$ cat config.mk
export PLATFORM = sky130hd
export DESIGN_NAME = byte_stream_can_frame_deframer_core_flat
export DESIGN_NICKNAME = d
export VERILOG_FILES = /design/src/design/cfd_pkg.sv /design/src/design/cfd_channels.sv /design/src/design/byte_stream_can_frame_deframer_core.sv /design/src/flat_wrapper.sv
export SDC_FILE = /design/constraint.sdc
export NUM_CORES = 1
export LEC_CHECK = 0
export ABC_AREA = 1
export BUFFER_PORTS_ARGS = -buffer_cell sky130_fd_sc_hd__buf_4
export CORE_ASPECT_RATIO = 1.2
export CORE_UTILIZATION = 51
export CTS_CLUSTER_DIAMETER = 40
export DETAILED_ROUTE_END_ITERATION = 10
export GPL_ROUTABILITY_DRIVEN = 0
export PLACE_DENSITY = 0.77
export SETUP_SLACK_MARGIN = 0.3
export SYNTH_ARGS = -nofsm -noshare
export SYNTH_HDL_FRONTEND = slang
export SYNTH_SLANG_ARGS = --single-unit
export TNS_END_PERCENT = 100
$ cat constraint.sdc
create_clock -name clk -period 4 [get_ports clk]
set_clock_uncertainty 0.1 [all_clocks]
set_input_delay 0.4 -clock clk [delete_from_list [all_inputs] [get_ports clk]]
set_output_delay 0.4 -clock clk [all_outputs]
set_load 0.005 [all_outputs]
$ cat src/design/cfd_pkg.sv
package cfd_pkg;

    // Largest payload a frame may carry on the result side
    localparam int unsigned MAX_PAYLOAD_DEF = 8;
    localparam int unsigned PAYLOAD_SLOTS   = 8;

    localparam int unsigned BYTE_W   = 8;
    localparam int unsigned ID_W     = 16;
    localparam int unsigned LENGTH_W = 4;
    localparam int unsigned COUNT_W  = 4;

    typedef logic [BYTE_W-1:0]   byte_t;
    typedef logic [ID_W-1:0]     frame_id_t;
    typedef logic [LENGTH_W-1:0] length_t;
    typedef logic [COUNT_W-1:0]  count_t;

    // Field that the next received byte belongs to
    typedef enum logic [1:0] {
        PH_ID_HIGH = 2'd0,
        PH_ID_LOW  = 2'd1,
        PH_LENGTH  = 2'd2,
        PH_PAYLOAD = 2'd3
    } phase_t;

endpackage

$ cat src/design/cfd_channels.sv
// Byte beat from the host serial stream
interface cfd_byte_if
    import cfd_pkg::*;
();
    logic  valid;
    logic  ready;
    byte_t rx_byte;

    modport source (output valid, output rx_byte, input ready);
    modport sink   (input valid, input rx_byte, output ready);
endinterface

// Completed frame beat
interface cfd_frame_if
    import cfd_pkg::*;
();
    logic      valid;
    logic      ready;
    frame_id_t frame_id;
    length_t   frame_length;
    byte_t     payload_0;
    byte_t     payload_1;
    byte_t     payload_2;
    byte_t     payload_3;
    byte_t     payload_4;
    byte_t     payload_5;
    byte_t     payload_6;
    byte_t     payload_7;

    modport source (
        output valid, output frame_id, output frame_length,
        output payload_0, output payload_1, output payload_2, output payload_3,
        output payload_4, output payload_5, output payload_6, output payload_7,
        input  ready
    );
    modport sink (
        input  valid, input frame_id, input frame_length,
        input  payload_0, input payload_1, input payload_2, input payload_3,
        input  payload_4, input payload_5, input payload_6, input payload_7,
        output ready
    );
endinterface

$ cat src/design/byte_stream_can_frame_deframer_core.sv
// Channel | Port   | Direction | Beat
// --------+--------+-----------+-----------------------------------------------
// rx      | rx     | sink      | one byte of the host stream
// frames  | frames | source    | identifier, length and eight payload bytes
//
// One byte is taken every cycle while rx is not stalled; the frame field update is one short step
// between the phase/store registers and the result register.
// A frame appears on frames in the cycle after its final byte is taken.
// rx is stalled only while a finished frame waits and frames.ready is low.
// Reset returns the block to waiting for the identifier high byte.
module byte_stream_can_frame_deframer_core
    import cfd_pkg::*;
#(
    parameter int unsigned MAX_PAYLOAD = MAX_PAYLOAD_DEF
) (
    input logic        clk,
    input logic        rst_n,
    cfd_byte_if.sink   rx,
    cfd_frame_if.source frames
);

    localparam int unsigned IDX_W = (MAX_PAYLOAD > 1) ? $clog2(MAX_PAYLOAD) : 1;
    localparam length_t     LIMIT = length_t'(MAX_PAYLOAD);

    phase_t    phase_reg, phase_next;
    frame_id_t id_reg, id_next;
    length_t   length_reg, length_next;
    count_t    count_reg, count_next;
    byte_t     store_reg [MAX_PAYLOAD];

    logic      out_valid_reg;
    frame_id_t out_id_reg;
    length_t   out_length_reg;
    byte_t     out_payload_reg [PAYLOAD_SLOTS];

    logic      rx_beat;
    logic      emit;
    logic      store_wr;
    logic [IDX_W-1:0] store_idx;
    length_t   len_clamped;
    length_t   emit_length;
    byte_t     payload_next [PAYLOAD_SLOTS];

    // Take a byte unless a finished frame is stuck on the output
    assign rx.ready    = !out_valid_reg || frames.ready;
    assign rx_beat     = rx.valid && rx.ready;
    assign store_idx   = count_reg[IDX_W-1:0];
    assign len_clamped = (rx.rx_byte > byte_t'(LIMIT)) ? LIMIT
                                                       : rx.rx_byte[LENGTH_W-1:0];

    // Advance the frame field sequence
    always_comb
    begin
        phase_next  = phase_reg;
        id_next     = id_reg;
        length_next = length_reg;
        count_next  = count_reg;
        emit        = 1'b0;
        store_wr    = 1'b0;
        if (rx_beat)
        begin
            case (phase_reg)
                PH_ID_HIGH:
                begin
                    id_next    = {rx.rx_byte, byte_t'(0)};
                    phase_next = PH_ID_LOW;
                end
                PH_ID_LOW:
                begin
                    id_next    = {id_reg[ID_W-1:BYTE_W], rx.rx_byte};
                    phase_next = PH_LENGTH;
                end
                PH_LENGTH:
                begin
                    length_next = len_clamped;
                    count_next  = '0;
                    if (len_clamped == '0)
                    begin
                        emit       = 1'b1;
                        phase_next = PH_ID_HIGH;
                    end
                    else
                    begin
                        phase_next = PH_PAYLOAD;
                    end
                end
                PH_PAYLOAD:
                begin
                    store_wr   = 1'b1;
                    count_next = count_reg + count_t'(1);
                    if (count_next >= length_reg)
                    begin
                        emit       = 1'b1;
                        phase_next = PH_ID_HIGH;
                    end
                end
                default:
                begin
                    phase_next = PH_ID_HIGH;
                end
            endcase
        end
    end

    // Build the outgoing payload, zeroing bytes beyond the length
    assign emit_length = length_next;

    for (genvar k = 0; k < PAYLOAD_SLOTS; k++)
    begin : g_slot
        if (k < MAX_PAYLOAD)
        begin : g_used
            always_comb
            begin
                if (length_t'(k) >= emit_length)
                begin
                    payload_next[k] = '0;
                end
                else if (store_wr && (store_idx == IDX_W'(k)))
                begin
                    payload_next[k] = rx.rx_byte;
                end
                else
                begin
                    payload_next[k] = store_reg[k];
                end
            end
        end
        else
        begin : g_unused
            assign payload_next[k] = '0;
        end
    end

    // Hold frame state
    always_ff @(posedge clk or negedge rst_n)
    begin
        if (!rst_n)
        begin
            phase_reg  <= PH_ID_HIGH;
            id_reg     <= '0;
            length_reg <= '0;
            count_reg  <= '0;
        end
        else
        begin
            phase_reg  <= phase_next;
            id_reg     <= id_next;
            length_reg <= length_next;
            count_reg  <= count_next;
        end
    end

    // Store payload bytes as they arrive
    always_ff @(posedge clk)
    begin
        if (store_wr)
        begin
            store_reg[store_idx] <= rx.rx_byte;
        end
    end

    // Result register: load on a completed frame, drop once taken
    always_ff @(posedge clk or negedge rst_n)
    begin
        if (!rst_n)
        begin
            out_valid_reg <= 1'b0;
        end
        else if (emit)
        begin
            out_valid_reg <= 1'b1;
        end
        else if (frames.ready)
        begin
            out_valid_reg <= 1'b0;
        end
    end

    always_ff @(posedge clk)
    begin
        if (emit)
        begin
            out_id_reg      <= id_next;
            out_length_reg  <= emit_length;
            out_payload_reg <= payload_next;
        end
    end

    assign frames.valid        = out_valid_reg;
    assign frames.frame_id     = out_id_reg;
    assign frames.frame_length = out_length_reg;
    assign frames.payload_0    = out_payload_reg[0];
    assign frames.payload_1    = out_payload_reg[1];
    assign frames.payload_2    = out_payload_reg[2];
    assign frames.payload_3    = out_payload_reg[3];
    assign frames.payload_4    = out_payload_reg[4];
    assign frames.payload_5    = out_payload_reg[5];
    assign frames.payload_6    = out_payload_reg[6];
    assign frames.payload_7    = out_payload_reg[7];

endmodule

$ cat src/flat_wrapper.sv
// flat-port wrapper written by rule: the top's interface ports become plain ports
module byte_stream_can_frame_deframer_core_flat import cfd_pkg::*;
#(
    parameter int unsigned MAX_PAYLOAD = MAX_PAYLOAD_DEF
)
  (clk, rst_n, rx_valid, rx_rx_byte, rx_ready, frames_valid, frames_frame_id, frames_frame_length, frames_payload_0, frames_payload_1, frames_payload_2, frames_payload_3, frames_payload_4, frames_payload_5, frames_payload_6, frames_payload_7, frames_ready);
  cfd_byte_if rx_i ();
  cfd_frame_if frames_i ();
  input logic clk;
  input logic rst_n;
  input wire logic [$bits(rx_i.valid)-1:0] rx_valid;
  input wire logic [$bits(rx_i.rx_byte)-1:0] rx_rx_byte;
  output wire logic [$bits(rx_i.ready)-1:0] rx_ready;
  output wire logic [$bits(frames_i.valid)-1:0] frames_valid;
  output wire logic [$bits(frames_i.frame_id)-1:0] frames_frame_id;
  output wire logic [$bits(frames_i.frame_length)-1:0] frames_frame_length;
  output wire logic [$bits(frames_i.payload_0)-1:0] frames_payload_0;
  output wire logic [$bits(frames_i.payload_1)-1:0] frames_payload_1;
  output wire logic [$bits(frames_i.payload_2)-1:0] frames_payload_2;
  output wire logic [$bits(frames_i.payload_3)-1:0] frames_payload_3;
  output wire logic [$bits(frames_i.payload_4)-1:0] frames_payload_4;
  output wire logic [$bits(frames_i.payload_5)-1:0] frames_payload_5;
  output wire logic [$bits(frames_i.payload_6)-1:0] frames_payload_6;
  output wire logic [$bits(frames_i.payload_7)-1:0] frames_payload_7;
  input wire logic [$bits(frames_i.ready)-1:0] frames_ready;
  assign rx_i.valid = rx_valid;
  assign rx_i.rx_byte = rx_rx_byte;
  assign rx_ready = rx_i.ready;
  assign frames_valid = frames_i.valid;
  assign frames_frame_id = frames_i.frame_id;
  assign frames_frame_length = frames_i.frame_length;
  assign frames_payload_0 = frames_i.payload_0;
  assign frames_payload_1 = frames_i.payload_1;
  assign frames_payload_2 = frames_i.payload_2;
  assign frames_payload_3 = frames_i.payload_3;
  assign frames_payload_4 = frames_i.payload_4;
  assign frames_payload_5 = frames_i.payload_5;
  assign frames_payload_6 = frames_i.payload_6;
  assign frames_payload_7 = frames_i.payload_7;
  assign frames_i.ready = frames_ready;
  byte_stream_can_frame_deframer_core #(.MAX_PAYLOAD(MAX_PAYLOAD)) u_core (.clk(clk), .rst_n(rst_n), .rx(rx_i), .frames(frames_i));
endmodule
* Word level (Yosys, flattened, before mapping)
Memory sizes are Yosys's and may differ from the RTL's. A register that Yosys moved wholly into a read port is not among the register bits.
Index checks and enable logic that the tools add are counted.
** Storage, ports and cells
- Memories :: 1
- Output and inout port bits :: 86
- Register bits :: 47
- Word-level logic and storage cells :: 51
- Bits in writable memories :: 64
** Memory list
- u_core.store_reg :: depth 8, width 8, read ports 8, clocked after Yosys merged registers in 8, wr ports 1, line byte_stream_can_frame_deframer_core.sv:29 : byte_t store_reg [MAX_PAYLOAD];
** Cells by class
- Reduce and logical (&&, ||, !) cells :: 9
- Magnitude comparators :: 10
- Add/subtract/negate cells :: 1
- Multiplexer cells :: 19
- Equality and inequality tests :: 4
** Operators with widths (number)
- one-hot mux 16 bit (2 select lines) :: 1
- >= comparator 3 x 4 -> 1 bit (first input constant) :: 4
- 2-to-1 mux 16 bit :: 1
- 2-to-1 mux 4 bit :: 3
- 2-to-1 mux 1 bit :: 9
- >= comparator 1 x 4 -> 1 bit (first input constant) :: 2
- >= comparator 2 x 4 -> 1 bit (first input constant) :: 2
- > comparator 8 x 4 -> 1 bit (second input constant) :: 1
- one-hot mux 2 bit (4 select lines) :: 1
- one-hot mux 4 bit (2 select lines) :: 1
- adder 4 x 1 -> 4 bit (second input constant) :: 1
- equality test 2 bit (second input constant) :: 2
- >= comparator 4 bit :: 1
- logical NOT 4 bit :: 1
- 2-to-1 mux 2 bit :: 2
- AND reduction 2 bit :: 2
- nonzero test 2 bit :: 2
- equality test 2 x 1 -> 1 bit (second input constant) :: 1
- logical NOT 2 bit :: 1
- != test 2 x 1 -> 1 bit (second input constant) :: 1
- one-hot mux 1 bit (2 select lines) :: 1
- logical AND 1 bit :: 1
- logical NOT 1 bit :: 1
- logical OR 1 bit :: 1

* Longest topological paths before layout
Gate-level depths: netlist of run 1.
- Depth after elaboration :: 7
- Depth in mapped cells :: 11
- Mapped depth without buffers :: 10

* Least setup slack after synthesis of run 1
Ideal clock, no wire load.
- Path type :: register -> register
- Start point :: reg u_core.count_reg[2]
- End point :: reg u_core.out_id_reg[0], in the netlist u_core.frames.frame_id[0] (enable)
- Clock period less this slack :: 3.848 ns
- Stages on the path, launching flop included :: 9
- Arrival time :: 3.303 ns
- Path slack :: 0.152 ns
- Path buffers :: 0
- Cells stage by stage :: dfrtp_1 > inv_2 > ha_1 > inv_1 > ha_1 > nand4_1 > nand3_1 > nand2_1 > nand2_1
** Between the ends
- Longest elaborated chain between the ends :: 5
** Ends and longest elaborated chain
- start, declared :: line byte_stream_can_frame_deframer_core.sv:28 : count_t count_reg, count_next;
- start signal, assigned :: line byte_stream_can_frame_deframer_core.sv:149 : count_reg <= count_next;
- adder 4 x 1 -> 4 bit :: line byte_stream_can_frame_deframer_core.sv:90 : count_next = count_reg + count_t'(1);
- >= comparator 4 bit :: line byte_stream_can_frame_deframer_core.sv:91 : if (count_next >= length_reg)
- 2-to-1 mux 1 bit :: line byte_stream_can_frame_deframer_core.sv:91
- one-hot mux 1 bit (2 select lines) :: line byte_stream_can_frame_deframer_core.sv:62 : case (phase_reg)
- 2-to-1 mux 1 bit :: line byte_stream_can_frame_deframer_core.sv:60 : if (rx_beat)
- named net u_core.emit :: line byte_stream_can_frame_deframer_core.sv:37 : logic emit;
- end signal, assigned :: line byte_stream_can_frame_deframer_core.sv:183 : out_id_reg <= id_next;
- end, declared :: line byte_stream_can_frame_deframer_core.sv:32 : frame_id_t out_id_reg;
The timed path passes the listed nets, and every way through them passes these cells.
A chain may end at the register's enable or synchronous reset.

* Worst setup path in the final report of run 1
- Start point :: reg u_core.count_reg[2]
- End point :: reg u_core.out_payload_reg (netlist bit u_core.frames.payload_2[7]) (read register of u_core.store_reg) (enable)
** Between the ends
- Longest elaborated chain between the ends :: 5
** Ends and longest elaborated chain
- adder 4 x 1 -> 4 bit :: line byte_stream_can_frame_deframer_core.sv:90
- >= comparator 4 bit :: line byte_stream_can_frame_deframer_core.sv:91
- 2-to-1 mux 1 bit :: line byte_stream_can_frame_deframer_core.sv:91
- one-hot mux 1 bit (2 select lines) :: line byte_stream_can_frame_deframer_core.sv:62
- 2-to-1 mux 1 bit :: line byte_stream_can_frame_deframer_core.sv:60
- named net u_core.emit :: line byte_stream_can_frame_deframer_core.sv:37
- end, declared :: line byte_stream_can_frame_deframer_core.sv:34 : byte_t out_payload_reg [PAYLOAD_SLOTS];
The timed path passes the listed nets, and every way through them passes these cells.

==> flow_summary.ini, run 1 <==
[synthesis]
synth_area_um2 = 7120
yosysSeqAreaShare = 0.720
ys_seq_elements = 175
netlist_instances = 606
synth.distinct_cells = 27
synth.avg_cell_area_um2 = 11.7
syn_nets = 628
synth_warnings = 0

[floorplan]
die_h_um = 131
core-area_um2 = 13400
die_width_um = 110
initial_core_util = 0.531
rows = 46
die_area_um2 = 14400
ioPinCount = 98

[timing]
fin_ws_ns = 1.06
worstMarginPinSlew_ns = 0.943
min_period_over_period = 0.734
setup_viol = 0
final-hold-violation-count = 0
final.setup.tns_ns = 0
slew_viol_final = 0
layout_min_cycle_time_ns = 2.94
fmax_ghz = 0.341
slew-limit-headroom = 0.366
rsz0062_at_grt = false

[run_status]
status = finished, final reports clean

[setup_path]
endpoint_kind = register
crit_type = reg2reg
crit_path_frequent_cell = ha_1
crit_required_ns = 4.02
cp_max_fo = 53
start_kind = register
cp_cell_sequence = inv_2 > ha_1 > inv_1 > ha_1 > nand4_1 > nand3_1 > nand2_1 > nand2_4 > buf_12
crit_arrival_ns = 2.96
cp_slowest_cell = dfrtp_1
critPathMaxStageDelay_ns = 0.54

[detailed_routing]
ant_nets = 0
drt_pass1_iterations = 5
wl_per_cell_um = 16.3
via_per_inst = 5.20
drcViolationCount = 0
first_iter_violations = 386
drt_wl_total_um = 14500
via_count = 4625

[clock_tree]
cts_tree = done
clkSinkCount = 175
cts_hold_buffers = 1
cts-root-buf = clkbuf_16
cts_max_path_buffers = 2
post_cts_resize_count = 0
htree_levels = 4
path_clk_slew_ns = 0.06
post_cts_buffers = 0
numCtsBuffers = 17
clock_latency_ns = 0.43

[cells_and_area]
diodes = 0
seqCellArea_um2 = 5120
finalNonFillerCells = 889
layout_commonest_cell = edfxtp_1
drive_gt1_frac = 0.208
final_cell_mix = 148 x edfxtp_1, 107 x nand2_1, 97 x buf_4, 91 x inv_1, 67 x nor2_1
multi_input_area_um2 = 1560
num-fill-cells = 991
largest_reg_flops = 64
area_growth_syn_to_layout_pct = 20.2
nets = 730

[placement]
portBuffers = 97
dp_hpwl_um = 9440
place_worst_setup_slack_ns = 1.06
dp.cells = 856

[pwr]
p_leak_nw = 3.66
clkPwrFrac = 0.323
p_comb_frac = 0.176
p_int_mw = 3.31
p_seq_frac = 0.501
power.switching_mw = 1.34
power_density_nw_per_um2 = 544
switching_share = 0.287
vdd_drop_max_v = 0.000337

[min_path]
hold_path.class = in2reg

[global_route]
grt_max_degree = 54
grt_pass1_wl_um = 22600
grt_use_total = 0.213
first_global_vias = 4426
grt-ovfl-total = 0
antenna_found_initial = 0

[job]
drv_cap = 0
## synthesized netlist by cell type (all sizes together)
cell type,n,area [µm²]
buf,9,62.6
nor2,71,282
clkbuf,7,26.3
nand2,113,437
a21oi,10,50.1
nor3,2,10.0
nand3,14,123
edfxtp,148,4440
xor2,1,8.76
o22ai,1,6.26
ha,10,125
dfrtp,27,676
o21ai,92,464
nand4,5,37.5
inv,95,357
o21bai,1,7.51
## critical path: cells and delay by family, from the launching register on
| family | cells | cell delay, ns |
|---|---|---|
| fa+ha+maj | 2 | 0.62 |
| simple gates | 4 | 0.83 |
| buf+inv | 3 | 0.51 |
| flops | 1 | 0.54 |
## layout make-up
type	count	share of cell area
repair buffers	99	0.0887
clock inverters	11	0.0101
well taps	168	0.0246
multi-input cells	320	0.182
clock buffers	21	0.0539
inverters	95	0.0417
flip-flops and latches	175	0.599
## layer usage
metal  vias to the layer above  GRT usage  share of wire
met5                         -          0              0
met4                         0      0.106          0.032
met3                        31     0.0441          0.066
met2                       189      0.345           0.50
met1                      2177      0.269           0.40
li1                       2228          -              -
## power by group through the flow
| stage | clock network [mW] | logic (mW) | registers (mW) |
|---|---|---|---|
| floorplan | 0 | 0.565 | 2.34 |
| global placement | 0 | 0.761 | 2.35 |
| detailed placement | 0 | 0.806 | 2.36 |
| CTS | 1.51 | 0.817 | 2.32 |
| global route | 1.58 | 0.930 | 2.34 |
| finish | 1.50 | 0.818 | 2.33 |
## final timing paths
kind | start | slack, ns | endpoint | cells after the start
min in group asynchronous | rst_n | 0.32 | u_core.id_reg[9] | 2
max | u_core.count_reg[2] | 1.06 | u_core.frames.payload_2[7] | 9
min | rx_rx_byte[0] | 0.15 | u_core.store_reg[7][0] | 1
max in group asynchronous | rst_n | 3.21 | u_core.count_reg[2] | 2
min reg2reg | u_core.id_reg[12] | 0.40 | u_core.id_reg[12] | 2
max reg2reg | u_core.count_reg[2] | 1.06 | u_core.frames.payload_2[7] | 9
## cells by family after synthesis
family                   synth area share
adder cells (fa/ha/maj)            0.0176
buffers and inverters              0.0626
flip-flops                          0.720
AND/OR/NAND/NOR                     0.125
AO/OA/AOI/OAI                      0.0742
XOR/XNOR                          0.00123
## per-stage QoR
stage	utilization	hold slack, ns	power (mW)	cell area, µm²
after CTS	0.638	0.145	4.65	8550
after global placement	0.596	0.232	3.11	7990
after floorplan	-	0.00441	2.90	7120
final	0.638	0.151	4.65	8550
after detailed placement	0.596	0.239	3.17	7990
after global routing	0.638	0.158	4.86	8550
Note: power is estimated with default switching activity, not from simulation.
==> run 2, diff against run 1 <==
Settings changed: CORE_UTILIZATION 51 to 55, PLACE_DENSITY 0.77 to 0.79.
Clock period 4 ns to 2.9 ns, I/O delays scaled along.
==> flow_summary.ini, run 2 (same netlist as run 1, synthesis figures left out) <==
[clock_tree]
clkSinkCount = 175
clock_latency_ns = 0.42
path_clk_slew_ns = 0.06
cts_max_path_buffers = 2
cts_tree = done
cts-root-buf = clkbuf_16
numCtsBuffers = 17
htree_levels = 4

[floorplan]
core-area_um2 = 12600
die_width_um = 106
initial_core_util = 0.564
die_h_um = 127
die_area_um2 = 13400
ioPinCount = 98
rows = 45

[setup_path]
start_kind = register
endpoint_kind = register
critPathMaxStageDelay_ns = 0.44
crit_arrival_ns = 2.48
ff2ff_path_depth = 10
crit_required_ns = 2.92
r2r_start = u_core.count_reg[1]
crit_type = reg2reg
cp_slowest_cell = dfrtp_1
cp_max_fo = 30
cp_cell_sequence = inv_2 > ha_1 > ha_1 > inv_1 > o21bai_1 > nand3_1 > nand3_1 > nand2_2 > nand2_8 > buf_12
reg2reg_to = u_core.frames.payload_2[4]
regToRegSetupSlack_ns = 0.44

[min_path]
hp-start = rx_rx_byte[0]
hold_path.class = in2reg
min_to = u_core.store_reg[7][0]
hold_depth = 1

[job]
drv_cap = 0

[detailed_routing]
via_count = 4745
drcViolationCount = 0
ant_nets = 0
wl_per_cell_um = 16.6
via_per_inst = 5.27
drt_pass1_iterations = 5
first_iter_violations = 385
drt_wl_total_um = 15000

[pwr]
p_comb_frac = 0.179
power.switching_mw = 1.88
p_leak_nw = 3.78
power_density_nw_per_um2 = 765
p_seq_frac = 0.481
finalPower_mw = 6.70
switching_share = 0.280
vdd_drop_max_v = 0.000389
clkPwrFrac = 0.340
p_int_mw = 4.82

[cells_and_area]
layout_commonest_cell = edfxtp_1
fin_area_um2 = 8760
largest_reg_flops = 64
drive_gt1_frac = 0.232
fin_util = 0.694
area_growth_syn_to_layout_pct = 23.1
diodes = 0
nets = 745
final_cell_mix = 148 x edfxtp_1, 109 x buf_4, 106 x nand2_1, 90 x inv_1, 64 x nor2_1
finalNonFillerCells = 900

[placement]
dp.cells = 861
placed_area_um2 = 8080
portBuffers = 97
place_worst_setup_slack_ns = 0.276
dp_hpwl_um = 9500

[global_route]
first_global_vias = 4595
antenna_found_initial = 0
grt_use_total = 0.236
grt-ovfl-total = 0
grt_pass1_wl_um = 23200
grt_max_degree = 32

[timing]
final-hold-violation-count = 0
layout_min_cycle_time_ns = 2.46
rsz0062_at_grt = false
fin_hold_ws_ns = 0.0542
final.setup.tns_ns = 0
worstMarginPinSlew_ns = 0.609
setup_viol = 0
slew-limit-headroom = 0.594
fin_ws_ns = 0.444
fmax_ghz = 0.407
slew_viol_final = 0
min_period_over_period = 0.847

[run_status]
status = finished, final reports clean
run 2: power by group through the flow:
stage	logic, mW	clock network (mW)	registers (mW)
after global placement	1.06	0	3.24
after global routing	1.34	2.38	3.24
after floorplan	0.781	0	3.22
after detailed placement	1.13	0	3.26
after CTS	1.16	2.30	3.21
final	1.20	2.28	3.22
run 2: worst max-delay path by stage:
stage,endpoint,slack (ns),start,cells after the start
detailed placement,u_core.frames.payload_4[4],0.28,u_core.count_reg[1],10
global route,u_core.frames.payload_2[4],0.33,u_core.count_reg[1],10
finish,u_core.frames.payload_2[4],0.44,u_core.count_reg[1],10
global placement,u_core.frames.payload_4[1],0.37,u_core.count_reg[2],9
floorplan,u_core.frames.frame_id[0],0.48,u_core.count_reg[2],8
CTS,u_core.store_reg[4][4],0.34,u_core.frames.valid,5
run 2: layout make-up:
cell class	count	area [µm²]
clock inverter	13	163
sequential	175	5120
clock buffer	19	433
tap	164	205
multi-input combinational	321	1590
timing repair buffer	113	888
inverter	95	357
fill	889	3860
run 2: repair_timing:
item,4_1_cts,5_1_grt
buffers inserted,2,3
gates cloned,1,0
resized for setup,1,6
hold endpoints to repair,27,0
pin swaps,1,1
endpoints found under the setup margin,61,96
hold buffers,1,0
run 2: critical path: cells and delay by family (launching register included):
family	cells	cell delay [ns]
AO/OA/AOI/OAI	1	0.12
adder cells (fa/ha/maj)	2	0.64
buffers and inverters	3	0.35
AND/OR/NAND/NOR	4	0.49
flip-flops	1	0.44
run 2: routing by layer:
layer / vias to the layer above / wire, µm / global-route usage
met2: 231 / 7360 / 0.390
met3: 60 / 1100 / 0.0457
met4: 0 / 774 / 0.148
met5: - / 0 / 0
li1: 2263 / - / -
met1: 2191 / 5730 / 0.288
